==> src/design/rid_pkg.sv <==
// Package for the radix integer-to-digits printer.
// Widths, character codes, register indexes and the payload and status types.
// No dependencies.
package rid_pkg;

   localparam int VALUE_W           = 32;
   localparam int CHAR_W            = 8;
   localparam int RADIX_W           = 5;
   localparam int NUM_CHARS         = 16;
   localparam int CHAR_IDX_W        = $clog2(NUM_CHARS);
   localparam int DEFAULT_MAX_RADIX = 16;
   localparam int STACK_DEPTH       = 32;
   localparam int STACK_CNT_W       = $clog2(STACK_DEPTH + 1);
   localparam int CSR_DATA_W        = 64;
   localparam int CSR_IDX_W         = 2;

   localparam logic [CSR_IDX_W-1:0] CSR_RADIX      = 2'd0;
   localparam logic [CSR_IDX_W-1:0] CSR_CHARS_LOW  = 2'd1;
   localparam logic [CSR_IDX_W-1:0] CSR_CHARS_HIGH = 2'd2;

   localparam logic [CHAR_W-1:0] CHAR_PLUS  = 8'h2B;
   localparam logic [CHAR_W-1:0] CHAR_MINUS = 8'h2D;

   typedef logic [NUM_CHARS-1:0][CHAR_W-1:0] alphabet_type;

   typedef struct packed {
      logic [VALUE_W-1:0] value;
      logic               operation;
   } req_type;

   typedef struct packed {
      logic [CHAR_W-1:0] character;
      logic              is_last;
   } rsp_type;

   typedef struct packed {
      logic done;
      logic ok;
   } chk_status_type;

endpackage

==> src/design/rid_check.sv <==
// Alphabet checker: walks the characters one per cycle and flags signs and repeats.
// Depends on rid_pkg.
module rid_check
   import rid_pkg::*;
#(
   parameter int MAX_RADIX = DEFAULT_MAX_RADIX
) (
   input  logic               clock,
   input  logic               reset,
   input  logic               start,
   input  logic [RADIX_W-1:0] radix,
   input  alphabet_type       alphabet,
   output chk_status_type     status
);

   localparam int IDX_W = (MAX_RADIX > 1) ? $clog2(MAX_RADIX) : 1;
   localparam logic [IDX_W-1:0] LAST_IDX = IDX_W'(MAX_RADIX - 1);

   logic              busy_ff, busy_in;
   logic [IDX_W-1:0]  idx_ff, idx_in;
   logic              bad_ff, bad_in;
   chk_status_type    status_ff, status_in;
   logic [CHAR_W-1:0] cur_char;
   logic              in_use;
   logic              hit;

   always_comb begin
      cur_char = alphabet[CHAR_IDX_W'(idx_ff)];
      in_use   = RADIX_W'(idx_ff) < radix;
      hit      = (cur_char == CHAR_PLUS) || (cur_char == CHAR_MINUS);
      for (int j = 0; j < NUM_CHARS; j++) begin
         if ((RADIX_W'(j) > RADIX_W'(idx_ff)) && (RADIX_W'(j) < radix)
             && (alphabet[j] == cur_char)) begin
            hit = 1'b1;
         end
      end
   end

   always_comb begin
      busy_in   = busy_ff;
      idx_in    = idx_ff;
      bad_in    = bad_ff;
      status_in = '{done: 1'b0, ok: 1'b0};
      if (start) begin
         busy_in = 1'b1;
         idx_in  = '0;
         bad_in  = (radix < RADIX_W'(2)) || (radix > RADIX_W'(MAX_RADIX));
      end else if (busy_ff) begin
         bad_in = bad_ff || (in_use && hit);
         idx_in = idx_ff + 1'b1;
         if (idx_ff == LAST_IDX) begin
            busy_in   = 1'b0;
            status_in = '{done: 1'b1, ok: !bad_in};
         end
      end
   end

   always_ff @(posedge clock) begin
      if (reset) begin
         busy_ff   <= 1'b0;
         status_ff <= '{done: 1'b0, ok: 1'b0};
      end else begin
         busy_ff   <= busy_in;
         status_ff <= status_in;
      end
      idx_ff <= idx_in;
      bad_ff <= bad_in;
   end

   assign status = status_ff;

`ifndef SYNTHESIS
   a_done_after_busy: assert property (@(posedge clock) disable iff (reset)
      status_ff.done |-> $past(busy_ff))
      else $error("checker finished without running");
`endif

endmodule

==> src/design/rid_div.sv <==
// Bit-serial restoring divider: one quotient bit per cycle, divisor is the radix.
// Depends on rid_pkg.
module rid_div
   import rid_pkg::*;
#(
   parameter int MAX_RADIX = DEFAULT_MAX_RADIX
) (
   input  logic                         clock,
   input  logic                         reset,
   input  logic                         start,
   input  logic [VALUE_W-1:0]           dividend,
   input  logic [RADIX_W-1:0]           radix,
   output logic                         done,
   output logic [VALUE_W-1:0]           quotient,
   output logic [$clog2(MAX_RADIX)-1:0] digit
);

   localparam int DIGIT_W = $clog2(MAX_RADIX);
   localparam int REM_W   = DIGIT_W + 1;
   localparam int CNT_W   = $clog2(VALUE_W);

   logic               busy_ff, busy_in;
   logic               done_ff, done_in;
   logic [CNT_W-1:0]   cnt_ff, cnt_in;
   logic [VALUE_W-1:0] quo_ff, quo_in;
   logic [REM_W-1:0]   rem_ff, rem_in;
   logic [REM_W-1:0]   shifted;
   logic [REM_W-1:0]   divisor;
   logic               qbit;

   always_comb begin
      divisor = radix[REM_W-1:0];
      shifted = {rem_ff[REM_W-2:0], quo_ff[VALUE_W-1]};
      qbit    = shifted >= divisor;
      busy_in = busy_ff;
      done_in = 1'b0;
      cnt_in  = cnt_ff;
      quo_in  = quo_ff;
      rem_in  = rem_ff;
      if (start) begin
         busy_in = 1'b1;
         cnt_in  = '0;
         quo_in  = dividend;
         rem_in  = '0;
      end else if (busy_ff) begin
         rem_in = qbit ? (shifted - divisor) : shifted;
         quo_in = {quo_ff[VALUE_W-2:0], qbit};
         cnt_in = cnt_ff + 1'b1;
         if (cnt_ff == CNT_W'(VALUE_W - 1)) begin
            busy_in = 1'b0;
            done_in = 1'b1;
         end
      end
   end

   always_ff @(posedge clock) begin
      if (reset) begin
         busy_ff <= 1'b0;
         done_ff <= 1'b0;
      end else begin
         busy_ff <= busy_in;
         done_ff <= done_in;
      end
      cnt_ff <= cnt_in;
      quo_ff <= quo_in;
      rem_ff <= rem_in;
   end

   assign done     = done_ff;
   assign quotient = quo_ff;
   assign digit    = rem_ff[DIGIT_W-1:0];

`ifndef SYNTHESIS
   a_start_when_free: assert property (@(posedge clock) disable iff (reset)
      start |-> !busy_ff)
      else $error("divider restarted while busy");
`endif

endmodule

==> src/design/rid_stack.sv <==
// Digit stack: shift register, pushed least significant digit first, popped from the top.
// Depends on rid_pkg.
module rid_stack
   import rid_pkg::*;
#(
   parameter int DIGIT_W = $clog2(DEFAULT_MAX_RADIX)
) (
   input  logic                   clock,
   input  logic                   reset,
   input  logic                   clear,
   input  logic                   push,
   input  logic                   pop,
   input  logic [DIGIT_W-1:0]     din,
   output logic [DIGIT_W-1:0]     top_digit,
   output logic [STACK_CNT_W-1:0] count
);

   logic [DIGIT_W-1:0]     digits_ff [STACK_DEPTH];
   logic [DIGIT_W-1:0]     digits_in [STACK_DEPTH];
   logic [STACK_CNT_W-1:0] count_ff, count_in;

   always_comb begin
      digits_in = digits_ff;
      count_in  = count_ff;
      if (clear) begin
         count_in = '0;
      end else if (push) begin
         digits_in[0] = din;
         for (int k = 1; k < STACK_DEPTH; k++) begin
            digits_in[k] = digits_ff[k-1];
         end
         count_in = count_ff + 1'b1;
      end else if (pop) begin
         for (int k = 0; k < STACK_DEPTH - 1; k++) begin
            digits_in[k] = digits_ff[k+1];
         end
         count_in = count_ff - 1'b1;
      end
   end

   always_ff @(posedge clock) begin
      if (reset) begin
         count_ff <= '0;
      end else begin
         count_ff <= count_in;
      end
      digits_ff <= digits_in;
   end

   assign top_digit = digits_ff[0];
   assign count     = count_ff;

`ifndef SYNTHESIS
   a_no_overflow: assert property (@(posedge clock) disable iff (reset)
      (push && !clear) |-> (count_ff != STACK_CNT_W'(STACK_DEPTH)))
      else $error("digit stack overflow");
`endif

endmodule

==> src/design/radix_integer_to_digits.sv <==
// Top level of the radix integer-to-digits printer.
// Depends on rid_pkg, rid_check, rid_div and rid_stack.
//
// Usage:
//   req channel: one transfer carries a 32-bit value and an operation bit
//   (0 signed, 1 unsigned). rsp channel: one transfer per output character,
//   a leading '-' for negative signed values, then the digits most
//   significant first; is_last marks the final character.
//   csr port: radix (index 0), characters 0..7 (index 1) and 8..15 (index 2),
//   written on any cycle with csr_write high; write only while idle.
// Per item: the alphabet check runs first, then the bit-serial divider produces
//   one digit per division, and then one character per cycle is emitted while
//   rsp_ready is high. An invalid alphabet ends the item with no output.
// req_ready is high only between items; the last character may still sit in
//   the output register while the next item is taken. A stalled receiver
//   holds the output register and pauses character emission.
// Reset clears the radix and character registers to zero, so the alphabet is invalid until
//   radix and the characters are written.
module radix_integer_to_digits
   import rid_pkg::*;
#(
   parameter int MAX_RADIX = DEFAULT_MAX_RADIX
) (
   input  logic                  clock,
   input  logic                  reset,
   input  logic                  req_valid,
   output logic                  req_ready,
   input  req_type               req_payload,
   output logic                  rsp_valid,
   input  logic                  rsp_ready,
   output rsp_type               rsp_payload,
   input  logic                  csr_write,
   input  logic [CSR_IDX_W-1:0]  csr_index,
   input  logic [CSR_DATA_W-1:0] csr_wdata
);

   localparam int DIGIT_W = $clog2(MAX_RADIX);

   typedef enum logic [1:0] {ST_IDLE, ST_CHECK, ST_DIV, ST_EMIT} state_type;

   state_type          state_ff, state_in;
   logic [VALUE_W-1:0] mag_ff, mag_in;
   logic               sign_ff, sign_in;
   logic               rsp_valid_ff, rsp_valid_in;
   rsp_type            rsp_ff, rsp_in;

   logic [RADIX_W-1:0]    radix_ff;
   logic [CSR_DATA_W-1:0] chars_low_ff;
   logic [CSR_DATA_W-1:0] chars_high_ff;
   alphabet_type          alphabet;

   chk_status_type         chk_status;
   logic                   chk_start;
   logic                   div_start;
   logic [VALUE_W-1:0]     div_dividend;
   logic                   div_done;
   logic [VALUE_W-1:0]     div_quotient;
   logic [DIGIT_W-1:0]     div_digit;
   logic                   stk_clear;
   logic                   stk_push;
   logic                   stk_pop;
   logic [DIGIT_W-1:0]     stk_top;
   logic [STACK_CNT_W-1:0] stk_count;
   logic                   is_neg;

   always_ff @(posedge clock) begin
      if (reset) begin
         radix_ff      <= '0;
         chars_low_ff  <= '0;
         chars_high_ff <= '0;
      end else if (csr_write) begin
         case (csr_index)
            CSR_RADIX:      radix_ff      <= csr_wdata[RADIX_W-1:0];
            CSR_CHARS_LOW:  chars_low_ff  <= csr_wdata;
            CSR_CHARS_HIGH: chars_high_ff <= csr_wdata;
            default: ;
         endcase
      end
   end

   assign alphabet = {chars_high_ff, chars_low_ff};

   rid_check #(.MAX_RADIX(MAX_RADIX)) u_check (
      .clock    (clock),
      .reset    (reset),
      .start    (chk_start),
      .radix    (radix_ff),
      .alphabet (alphabet),
      .status   (chk_status)
   );

   rid_div #(.MAX_RADIX(MAX_RADIX)) u_div (
      .clock    (clock),
      .reset    (reset),
      .start    (div_start),
      .dividend (div_dividend),
      .radix    (radix_ff),
      .done     (div_done),
      .quotient (div_quotient),
      .digit    (div_digit)
   );

   rid_stack #(.DIGIT_W(DIGIT_W)) u_stack (
      .clock     (clock),
      .reset     (reset),
      .clear     (stk_clear),
      .push      (stk_push),
      .pop       (stk_pop),
      .din       (div_digit),
      .top_digit (stk_top),
      .count     (stk_count)
   );

   always_comb begin
      state_in     = state_ff;
      mag_in       = mag_ff;
      sign_in      = sign_ff;
      rsp_valid_in = rsp_valid_ff && !rsp_ready;
      rsp_in       = rsp_ff;
      chk_start    = 1'b0;
      div_start    = 1'b0;
      div_dividend = mag_ff;
      stk_clear    = 1'b0;
      stk_push     = 1'b0;
      stk_pop      = 1'b0;
      is_neg       = !req_payload.operation && req_payload.value[VALUE_W-1];
      case (state_ff)
         ST_IDLE: begin
            if (req_valid) begin
               stk_clear = 1'b1;
               chk_start = 1'b1;
               sign_in   = is_neg;
               mag_in    = is_neg ? (VALUE_W'(0) - req_payload.value) : req_payload.value;
               state_in  = ST_CHECK;
            end
         end
         ST_CHECK: begin
            if (chk_status.done) begin
               if (chk_status.ok) begin
                  div_start = 1'b1;
                  state_in  = ST_DIV;
               end else begin
                  state_in = ST_IDLE;
               end
            end
         end
         ST_DIV: begin
            if (div_done) begin
               stk_push = 1'b1;
               if (div_quotient != '0) begin
                  div_start    = 1'b1;
                  div_dividend = div_quotient;
               end else begin
                  state_in = ST_EMIT;
               end
            end
         end
         ST_EMIT: begin
            if (!rsp_valid_ff || rsp_ready) begin
               rsp_valid_in = 1'b1;
               if (sign_ff) begin
                  rsp_in  = '{character: CHAR_MINUS, is_last: 1'b0};
                  sign_in = 1'b0;
               end else begin
                  stk_pop = 1'b1;
                  rsp_in  = '{character: alphabet[CHAR_IDX_W'(stk_top)],
                              is_last:   stk_count == STACK_CNT_W'(1)};
                  if (stk_count == STACK_CNT_W'(1)) begin
                     state_in = ST_IDLE;
                  end
               end
            end
         end
         default: state_in = ST_IDLE;
      endcase
   end

   always_ff @(posedge clock) begin
      if (reset) begin
         state_ff     <= ST_IDLE;
         sign_ff      <= 1'b0;
         rsp_valid_ff <= 1'b0;
      end else begin
         state_ff     <= state_in;
         sign_ff      <= sign_in;
         rsp_valid_ff <= rsp_valid_in;
      end
      mag_ff <= mag_in;
      rsp_ff <= rsp_in;
   end

   assign req_ready   = state_ff == ST_IDLE;
   assign rsp_valid   = rsp_valid_ff;
   assign rsp_payload = rsp_ff;

`ifndef SYNTHESIS
   a_minus_not_last: assert property (@(posedge clock) disable iff (reset)
      (rsp_valid_ff && rsp_ff.character == CHAR_MINUS) |-> !rsp_ff.is_last)
      else $error("sign transfer flagged as last");

   a_emit_has_digits: assert property (@(posedge clock) disable iff (reset)
      (state_ff == ST_EMIT) |-> (stk_count != '0))
      else $error("emitting with an empty digit stack");

   a_div_done_in_div: assert property (@(posedge clock) disable iff (reset)
      div_done |-> (state_ff == ST_DIV))
      else $error("divider result outside the divide phase");
`endif

endmodule

==> config.mk <==
export PLATFORM = sky130hd
export DESIGN_NAME = radix_integer_to_digits
export DESIGN_NICKNAME = d
export VERILOG_FILES = /design/src/design/rid_pkg.sv /design/src/design/rid_check.sv /design/src/design/rid_div.sv /design/src/design/rid_stack.sv /design/src/design/radix_integer_to_digits.sv
export SDC_FILE = /design/constraint.sdc
export NUM_CORES = 1
export LEC_CHECK = 0
export BUFFER_PORTS_ARGS = -buffer_cell sky130_fd_sc_hd__buf_2
export CORE_MARGIN = 10
export CORE_UTILIZATION = 55
export CTS_CLUSTER_DIAMETER = 40
export DETAILED_ROUTE_END_ITERATION = 10
export PLACE_DENSITY_LB_ADDON = 0.15
export SYNTH_ARGS = -nofsm -noshare
export SYNTH_HDL_FRONTEND = slang
export SYNTH_SLANG_ARGS = --single-unit
==> constraint.sdc <==
create_clock -name clock -period 8.9 [get_ports clock]
set_clock_uncertainty 0.1 [all_clocks]
set_input_delay 0 -clock clock [delete_from_list [all_inputs] [get_ports clock]]
set_output_delay 0 -clock clock [all_outputs]
set_load 0.01 [all_outputs]
# Yosys cells after proc, flatten, opt, wreduce, memory -nomap -nowiden
# Index checks and enable logic that the tools add are counted.
# Widths: inputs -> output; s select.
dict set report totals {
  ff_bits 363
  inputBits 104
  out_inout_bits 11
  elab_cells 259
}
dict set report classes {
  n_addsub 6
  order_cmp 36
  eq_ne 33
  muxes 66
  bitwise 4
  reduce_logical 62
}
# cell n
set ops {}
lappend ops {{$mux 124} 2}
lappend ops {{$mux 32} 6}
lappend ops {{$eq 8x8->1} 15}
lappend ops {{$bmux 8 s4} 2}
lappend ops {{$lt 4x5->1 const A} 8}
lappend ops {{$mux 1} 39}
lappend ops {{$logic_and 1x1->1} 33}
lappend ops {{$gt 4x4->1 const A} 8}
lappend ops {{$reduce_bool 32->1} 1}
lappend ops {{$sub 1x32->32 const A} 1}
lappend ops {{$lt 3x5->1 const A} 4}
lappend ops {{$mux 2} 9}
lappend ops {{$eq 8x6->1 const B} 2}
lappend ops {{$gt 3x4->1 const A} 4}
lappend ops {{$mux 8} 2}
lappend ops {{$reduce_and 2->1} 8}
lappend ops {{$mux 6} 2}
lappend ops {{$lt 2x5->1 const A} 2}
lappend ops {{$lt 4x5->1 const B} 2}
lappend ops {{$ne 2x2->1 const B} 5}
lappend ops {{$gt 2x4->1 const A} 2}
lappend ops {{$pmux 2 s4} 1}
lappend ops {{$reduce_bool 2->1} 4}
lappend ops {{$reduce_and 7->1} 1}
lappend ops {{other kinds (28)} 44}

# Logic depth before layout (Yosys ltp)
# Gate-level depths: netlist (run 1).
dict set report depth {
  ltp_word 23
  ltp_mapped 14
  ltp_nobuf 12
}

# Modules after synthesis
# A second synthesis (run 1) with hierarchy kept.
dict set report unflattened {
  cells_unflattened 1771
  area_unflattened_um2 20030.5
}
# mod n_inst cells_each area_per_inst_um2 seq_area_each_um2
set by_module_without_submodules {}
lappend by_module_without_submodules {radix_integer_to_digits 1 863 8190.4 3973.8}
lappend by_module_without_submodules {rid_stack 1 324 5809.3 3963.8}
lappend by_module_without_submodules {rid_check 1 446 4031.4 170.2}
lappend by_module_without_submodules {rid_div 1 138 1999.4 1181.1}

# Worst setup path before layout (run 1)
# OpenSTA, ideal clock, no wires.
dict set report synth_path {
  kind {reg-to-reg}
  startpoint {register state_ff[0]}
  endpoint {register u_stack.digits_ff[100] (netlist name) (enable)}
  setup_time_ns 0.609
  arrival_time_ns 6.911
  required_time_ns 8.191
  setup_slack_ns 1.281
  stages_incl_launch_ff 6
  n_path_buf 1
  period_less_slack_ns 7.619
  path_cell_list {dfxtp_1 > inv_1 > ha_1 > and2_1 > clkbuf_1 > nor2_1}
}
dict set report synth_between {
  elab_chain_len 4
  elab_cells_between_ends 9
  classes_between {eq/ne: 2; mux: 3; bitwise: 1; reduce/logical: 3}
}
# element line_no
set synth_rtl {}
lappend synth_rtl {{start: declaration} radix_integer_to_digits.sv:41} ;# state_type state_ff, state_in;
lappend synth_rtl {{start signal: assignment} radix_integer_to_digits.sv:184} ;# state_ff <= state_in;
lappend synth_rtl {{$logic_not 2->1} -}
lappend synth_rtl {{net req_ready} radix_integer_to_digits.sv:27} ;# output logic req_ready,
lappend synth_rtl {{$mux 1} radix_integer_to_digits.sv:127} ;# case (state_ff)
lappend synth_rtl {{net chk_start} radix_integer_to_digits.sv:53} ;# logic chk_start;
lappend synth_rtl {{$not 1->1 (no source line)} -}
lappend synth_rtl {{$reduce_and 2->1 (no source line)} -}
lappend synth_rtl {{end signal: assignment} rid_stack.sv:47} ;# digits_ff <= digits_in;
lappend synth_rtl {{end: declaration} rid_stack.sv:18} ;# logic [DIGIT_W-1:0] digits_ff [STACK_DEPTH];
# The timed path passes the listed nets, and every way through them passes these cells.
# A chain may end at the register's enable or synchronous reset.

# Worst setup path after layout (run 1)
dict set report layout_path {
  startpoint {register u_check.idx_ff[1]}
  endpoint {register u_check.bad_ff, data pin}
}
dict set report layout_between {
  elab_chain_len 23
  elab_cells_between_ends 85
  classes_between {order compare: 16; eq/ne: 17; mux: 19; reduce/logical: 33}
}
# element line_no
set layout_rtl {}
lappend layout_rtl {{start: declaration} rid_check.sv:20} ;# logic [IDX_W-1:0] idx_ff, idx_in;
lappend layout_rtl {{start signal: assignment} rid_check.sv:66} ;# idx_ff <= idx_in;
lappend layout_rtl {{$bmux 8 s4} rid_check.sv:28} ;# cur_char = alphabet[CHAR_IDX_W'(idx_ff)];
lappend layout_rtl {{$mux 8 (implied by the code)} rid_check.sv:28}
lappend layout_rtl {{$eq 8x6->1 or $eq 8x8->1 (tied branches)} {rid_check.sv:30, rid_check.sv:33}}
lappend layout_rtl {{$logic_or 1x1->1 or $logic_and 1x1->1 (tied branches)} {rid_check.sv:30, rid_check.sv:33}}
lappend layout_rtl {{$mux 1 (15 in a row)} rid_check.sv:32} ;# if ((RADIX_W'(j) > RADIX_W'(idx_ff)) && (RADIX_W'(j) < radix)
lappend layout_rtl {{$logic_and 1x1->1 (*)} rid_check.sv:49} ;# bad_in = bad_ff || (in_use && hit);
lappend layout_rtl {{$logic_or 1x1->1 (*)} rid_check.sv:49}
lappend layout_rtl {{$mux 1 (*)} rid_check.sv:48} ;# end else if (busy_ff) begin
lappend layout_rtl {{$mux 1 (*)} rid_check.sv:44} ;# if (start) begin
lappend layout_rtl {{net u_check.bad_in} rid_check.sv:21} ;# logic bad_ff, bad_in;
lappend layout_rtl {{end signal: assignment} rid_check.sv:67} ;# bad_ff <= bad_in;
lappend layout_rtl {{end: declaration} rid_check.sv:21}
# The timed path passes the listed nets; every way through them passes the cells marked *. The select of a mux whose other input is x is not followed.

==> flow_summary.json, run 1 <==
{
  "status": "complete, no violations",
  "fin_nets": 2382,
  "grt_pass1_wl_um": 94370,
  "synth_edf_count": 202,
  "seq_area_frac_synth": 0.4744,
  "post_cts_resized": 0,
  "cts_buffer_depth": 3,
  "dp_cells": 2535,
  "crit_path_cell_trace": "buf_4, and2_1, a221oi_2, and2b_1, nor2_1, xnor2_1, and4_1, o21bai_1, nor4_1, a41oi_2, o31a_1",
  "relSlewSlack": 0.2583,
  "cap_viol_max_count": 0,
  "total_power_uw": 4672,
  "drt_iter0_drc": 1535,
  "dp_hpwl_um": 41940,
  "finalSetupTns_ns": 0,
  "async_flop_share": 0,
  "clock_latency_ns": 0.61,
  "synth_cell_types": 90,
  "vias_per_cell": 5.925,
  "dpl_worst_slack_ns": 4.429,
  "critPathKind": "reg -> reg",
  "route.detailed.drc": 0,
  "ys.flop_type": "edfxtp_1",
  "firstDrtPassIters": 9,
  "wl_per_cell_um": 22.47,
  "hold_class": "in -> reg",
  "critPathCaptureType": "register",
  "die_w_um": 208.7,
  "utilization": 0.6619,
  "rows": 69,
  "critPathBufInv": 1,
  "p_per_area_mw_per_mm2": 199.9,
  "postRouteAntennaNets": 0,
  "antenna_found_initial": 2,
  "rsz0062_at_grt": "false",
  "core-area_mm2": 0.03531,
  "synth_fp_nets": 2195,
  "cp-endpoint": "u_check.bad_ff",
  "cts_tree": "done",
  "htreeDepth": 2,
  "synth-seq-cells": 363,
  "reg2regPathDepth": 11,
  "pin_count": 115,
  "drive_gt1_frac": 0.1541,
  "startpoint_type": "register",
  "synthCells": 2069,
  "clock-sinks": 363,
  "root_buffer": "clkbuf_16",
  "min_period_ns": 4.517,
  "finalSetupViolCount": 0,
  "arrival_ns": 4.77,
  "slowest_stage": "dfxtp_2",
  "numPortBuffers": 114,
  "finalWorstSetupSlack_ns": 4.383,
  "slowest_delay_ns": 0.82,
  "vias": 16352,
  "grt_max_degree": 110,
  "gp_congestion": 1.014,
  "worst_pin_slew_ns": 1.110,
  "cts.clk_slew.worst_paths_ns": 0.06,
  "die-area_mm2": 0.04355,
  "area_delta_synth_final_pct": 19.38,
  "grt_pass1_vias": 15791,
  "synth_warnings": 0,
  "overflow": 0,
  "rr_endpoint": "u_check.bad_ff",
  "numCtsBuffers": 49,
  "initial_core_util": 0.5545,
  "fmax_ghz": 0.2214,
  "crit_family": "simple AND/OR/NAND/NOR gates",
  "path_depth": 11,
  "cellLeakagePower_uw": 0.008741,
  "crit_start": "u_check.idx_ff[1]",
  "final.period_utilization": 0.5075,
  "vdd_drop_max_uv": 189.7,
  "worst-r2r-setup-slack_ns": 4.38,
  "avgSynthCellArea_um2": 9.463,
  "syn_area_mm2": 0.01958,
  "required_ns": 9.15,
  "track_usage": 0.2748,
  "die_h_um": 208.7,
  "finalNonFillerCells": 2760,
  "crit_fanout": 36,
  "drt_wl_total_um": 62010,
  "drv_slew": 0,
  "hold_viol": 0,
  "rr_startpoint": "u_check.idx_ff[1]"
}
-- sequential cells by signal, indices dropped and copies added, names as in the netlist, named ones only --
| name | cells |
|---|---|
| u_stack.digits_ff | 124 |
| chars_high_ff | 64 |
| chars_low_ff | 64 |
| mag_ff | 32 |
| u_div.quotient | 32 |
| rsp_payload | 9 |
| u_stack.count | 6 |
| radix_ff | 5 |
| u_div.cnt_ff | 5 |
| u_check.idx_ff | 4 |
| u_div.rem_ff | 4 |
| u_stack.top_digit | 4 |
| u_check.status | 2 |
| rsp_valid | 1 |
| sign_ff | 1 |
| state_ff | 1 |
| u_check.bad_ff | 1 |
| u_check.busy_ff | 1 |
| u_div.busy_ff | 1 |
| u_div.done | 1 |
-- metal layers --
layer / routed length [um] / global-route usage / part of all wire / vias up
met5: 0 / 0 / 0 / -
met4: 1941 / 0.08633 / 0.031 / 0
met1: 26220 / 0.3728 / 0.42 / 7893
met2: 28150 / 0.4318 / 0.45 / 760
met3: 5695 / 0.05935 / 0.092 / 106
li1: - / - / - / 7593
-- cell type report --
cell class / count / area, um2
antenna: 2 / 5.005
clock buffer: 59 / 1324
clock inverter: 33 / 406.6
fill: 2683 / 11940
inverter: 29 / 108.9
multi-input combinational: 1550 / 9642
sequential: 363 / 9290
tap: 461 / 576.8
timing repair buffer: 263 / 2019
-- synthesized netlist by cell type (6+ instances only) --
cell type	number	area, um2
edfxtp_1	202	6066
xnor2_1	95	832.1
o22ai_1	8	50.05
buf_1	16	60.06
xor2_1	58	508.0
ha_1	21	262.8
and2_1	6	37.54
o21ai_0	30	150.1
nand2_1	683	2564
nand3_1	22	110.1
inv_1	27	101.4
or2_2	9	56.30
buf_6	9	101.4
and3_1	9	56.30
nand2b_1	10	62.56
nor3_1	19	95.09
mux4_2	50	1126
mux2_2	36	405.4
nor2_1	70	262.8
nor2b_1	10	62.56
o211ai_1	6	45.04
clkbuf_1	92	345.3
dfxtp_1	161	3223
nand4_1	12	75.07
or4_1	8	60.06
a211oi_1	8	60.06
a21boi_0	6	45.04
buf_2	7	35.03
nor4_1	20	125.1
a22oi_1	12	90.09
mux2i_1	51	510.5
a21oi_1	170	850.8
o31ai_1	8	60.06
-- worst min path at each step --
stage / from / endpoint / slack (ns) / cells after the start
3_5_place_dp: req_payload[1] / mag_ff[0] / 0.14 / 1
4_1_cts: req_payload[1] / mag_ff[0] / 0.07 / 2
5_1_grt: req_payload[1] / mag_ff[0] / 0.09 / 2
2_1_floorplan: req_payload[1] / mag_ff[0] / -0.001 / 0
3_3_place_gp: req_payload[1] / mag_ff[0] / 0.13 / 1
6_report: req_payload[1] / mag_ff[0] / 0.1 / 2
-- logic make-up after synthesis --
family	Yosys count	synth area share
flip-flops	363	0.4744
AO/OA/AOI/OAI	312	0.09905
AND/OR/NAND/NOR	921	0.2004
XOR/XNOR	153	0.06844
multiplexers	142	0.1088
buffers and inverters	156	0.03438
adder cells (fa/ha/maj)	22	0.01444
-- per-stage QoR --
| stage | hold WS [ns] | instance area [um2] |
|---|---|---|
| 4_1_cts | 0.06651 | 23370 |
| 5_1_grt | 0.09093 | 23370 |
| 2_1_floorplan | -0.001131 | 19580 |
| 3_3_place_gp | 0.1339 | 20330 |
| 6_report | 0.09845 | 23370 |
| 3_5_place_dp | 0.1379 | 20330 |
-- worst reg2reg max path, stage by stage, from the launching register on --
cell and delay [ns]:
dfxtp_2 0.82, buf_4 0.65, and2_1 0.30, a221oi_2 0.11, and2b_1 0.30, nor2_1 0.55, xnor2_1 0.12, and4_1 0.21
o21bai_1 0.16, nor4_1 0.42, a41oi_2 0.25, o31a_1 0.29
-- power by group --
part	internal (uW)	switching [uW]	leakage, uW	total [uW]
clock network	1230	806	0.000838	2040
logic	315	442	0.00479	757
registers	1800	71.6	0.00311	1880
-- cells in the final DEF (no fill, tap or decap), drive strengths merged, types with 58 or more instances in the layout --
master and n:
xor2 58, dlygate4sd3 131, nand2 688, edfxtp 202, dfxtp 161, clkbuf 59, a21oi 172, buf 132
nor2 74, xnor2 95
-- what timing repair did --
| action | in CTS | in global routing |
|---|---|---|
| buffers inserted | 0 | 0 |
| endpoints found under the setup margin | 0 | 0 |
| hold endpoints to repair | 172 | 0 |
| hold buffers | 131 | 0 |
Power figures use the tool's default switching activity.
==> run 2, diff against run 1 <==
- clock period: 8.9 -> 4.3 ns (I/O delays scaled with it)
==> run 2 against run 1 <==
Compared with the run above:
- worst setup slack worse by 4.1 ns
- first-iteration DRC count is 22% higher
- total power rose by 100%
- critical endpoint unchanged
- largest cell class unchanged
==> flow_summary.json, run 2 (synthesized netlist as in run 1, its figures left out) <==
{
  "critPathBufInv": 2,
  "area_delta_synth_final_pct": 20.30,
  "finalSetupViolCount": 0,
  "seqPwrFrac": 0.405,
  "combPwrFrac": 0.169,
  "arrival_ns": 4.23,
  "drt_wl_total_um": 61960,
  "finalNonFillerCells": 2787,
  "cap_viol_max_count": 0,
  "core-area_mm2": 0.03531,
  "route.detailed.drc": 0,
  "fin_nets": 2404,
  "reg2regPathDepth": 12,
  "largest_register_ffs": 124,
  "numPortBuffers": 114,
  "top_register": "u_stack.digits_ff",
  "die-area_mm2": 0.04355,
  "crit_path_cell_trace": "buf_4, nor2b_1, a221oi_2, and2b_1, nor2_1, xnor2_1, and4_1, o21bai_1, nor4_1, buf_4, a41oi_2, o31a_1",
  "die_w_um": 208.7,
  "final.period_utilization": 0.9305,
  "netSwitchingFraction": 0.2863,
  "hold_viol": 0,
  "track_usage": 0.2773,
  "utilization": 0.6670,
  "hold_depth": 2,
  "initial_core_util": 0.5545,
  "min_period_ns": 4.001,
  "critPathKind": "reg -> reg",
  "vias": 16457,
  "drive_gt1_frac": 0.1603,
  "final_cell_mix": "682 x nand2_1, 202 x edfxtp_1, 170 x a21oi_1",
  "rows": 69,
  "slowest_stage": "dfxtp_1",
  "firstDrtPassIters": 7,
  "wl_per_cell_um": 22.23,
  "path_depth": 12,
  "relSlewSlack": 0.2778,
  "overflow": 0,
  "clock-sinks": 363,
  "htreeDepth": 2,
  "top_regs": "u_stack.digits_ff (124), chars_high_ff (64), chars_low_ff (64)",
  "required_ns": 4.53,
  "root_buffer": "clkbuf_16",
  "ctsHoldBuffers": 132,
  "hold_class": "in -> reg",
  "worst_pin_slew_ns": 1.083,
  "status": "complete, no violations",
  "pwr-share-clk": 0.426,
  "cts_tree": "done",
  "cts_setup_buffers": 0,
  "final_common_cell": "nand2_1",
  "clock_latency_ns": 0.60,
  "p_per_area_mw_per_mm2": 404.7,
  "crit_top_cell": "buf_4",
  "dp_hpwl_um": 43300,
  "pin_count": 115,
  "vdd_drop_max_uv": 399.2,
  "critPathCaptureType": "register",
  "power_switching_uw": 2729,
  "drv_slew": 0,
  "crit_family": "simple AND/OR/NAND/NOR gates",
  "grt_pass1_wl_um": 95100,
  "vias_per_cell": 5.905,
  "die_h_um": 208.7,
  "grt_max_degree": 92,
  "finalWorstSetupSlack_ns": 0.2988,
  "cellLeakagePower_uw": 0.008830,
  "numCtsBuffers": 51,
  "grt_pass1_vias": 16056,
  "cts.clk_slew.worst_paths_ns": 0.06,
  "rsz0062_at_grt": "false",
  "crit_fanout": 13,
  "finalSetupTns_ns": 0,
  "postRouteAntennaNets": 0,
  "cts_buffer_depth": 3,
  "fmax_ghz": 0.2499,
  "post_cts_resized": 0,
  "dpl_worst_slack_ns": 0.4295,
  "drt_iter0_drc": 1872,
  "dp_cells": 2554,
  "gp_congestion": 1.055,
  "p_int_uw": 6803,
  "startpoint_type": "register",
  "antenna_found_initial": 5,
  "slowest_delay_ns": 0.73
}
-- run 2: cell type report --
class | count | area, um2
fillers | 2702 | 11760
multi-input cells | 1550 | 9642
flip-flops and latches | 363 | 9290
repair buffers | 283 | 2235
clock buffers | 60 | 1363
well taps | 461 | 576.8
clock inverters | 36 | 325.3
inverters | 29 | 108.9
diodes | 5 | 12.51
-- run 2: power by group through the flow --
stage | clock network (uW) | logic (uW) | registers, uW
floorplan | 0 | 1060 | 3860
global placement | 0 | 1450 | 3920
detailed placement | 0 | 1460 | 3930
CTS | 4110 | 1570 | 3850
global route | 4260 | 1720 | 3870
finish | 4060 | 1610 | 3860
-- run 2: worst register-to-register path, cell delays in order (launching register included) --
cell and delay [ns]:
dfxtp_1 0.73, buf_4 0.27, nor2b_1 0.24, a221oi_2 0.13, and2b_1 0.28, nor2_1 0.59, xnor2_1 0.17, and4_1 0.22
o21bai_1 0.18, nor4_1 0.31, buf_4 0.18, a41oi_2 0.09, o31a_1 0.26
-- run 2: path summary, 6_finish.rpt --
| path | slack (ns) | to | from |
|---|---|---|---|
| worst max register to register | 0.30 | u_check.bad_ff | u_check.idx_ff[2] |
| worst max-delay path | 0.30 | u_check.bad_ff | u_check.idx_ff[2] |
| worst min-delay path | 0.08 | mag_ff[0] | req_payload[1] |
| worst min register to register | 0.35 | u_check.status[0] | u_check.bad_ff |
-- run 2: per-stage QoR --
step	hold slack, ns	power (uW)	instance area, um2
after floorplan	-0.001131	4914	19590
after global placement	0.1157	5378	20530
after detailed placement	0.1135	5383	20530
after CTS	0.05196	9534	23540
after global routing	0.08721	9850	23550
final	0.07625	9531	23550
-- run 2: per-layer routing --
| metal | track usage | wire length, um | up-vias |
|---|---|---|---|
| li1 | - | - | 7651 |
| met4 | 0.1238 | 2674 | 0 |
| met5 | 0 | 0 | - |
| met3 | 0.06233 | 5138 | 124 |
| met2 | 0.4179 | 27390 | 709 |
| met1 | 0.3760 | 26760 | 7973 |
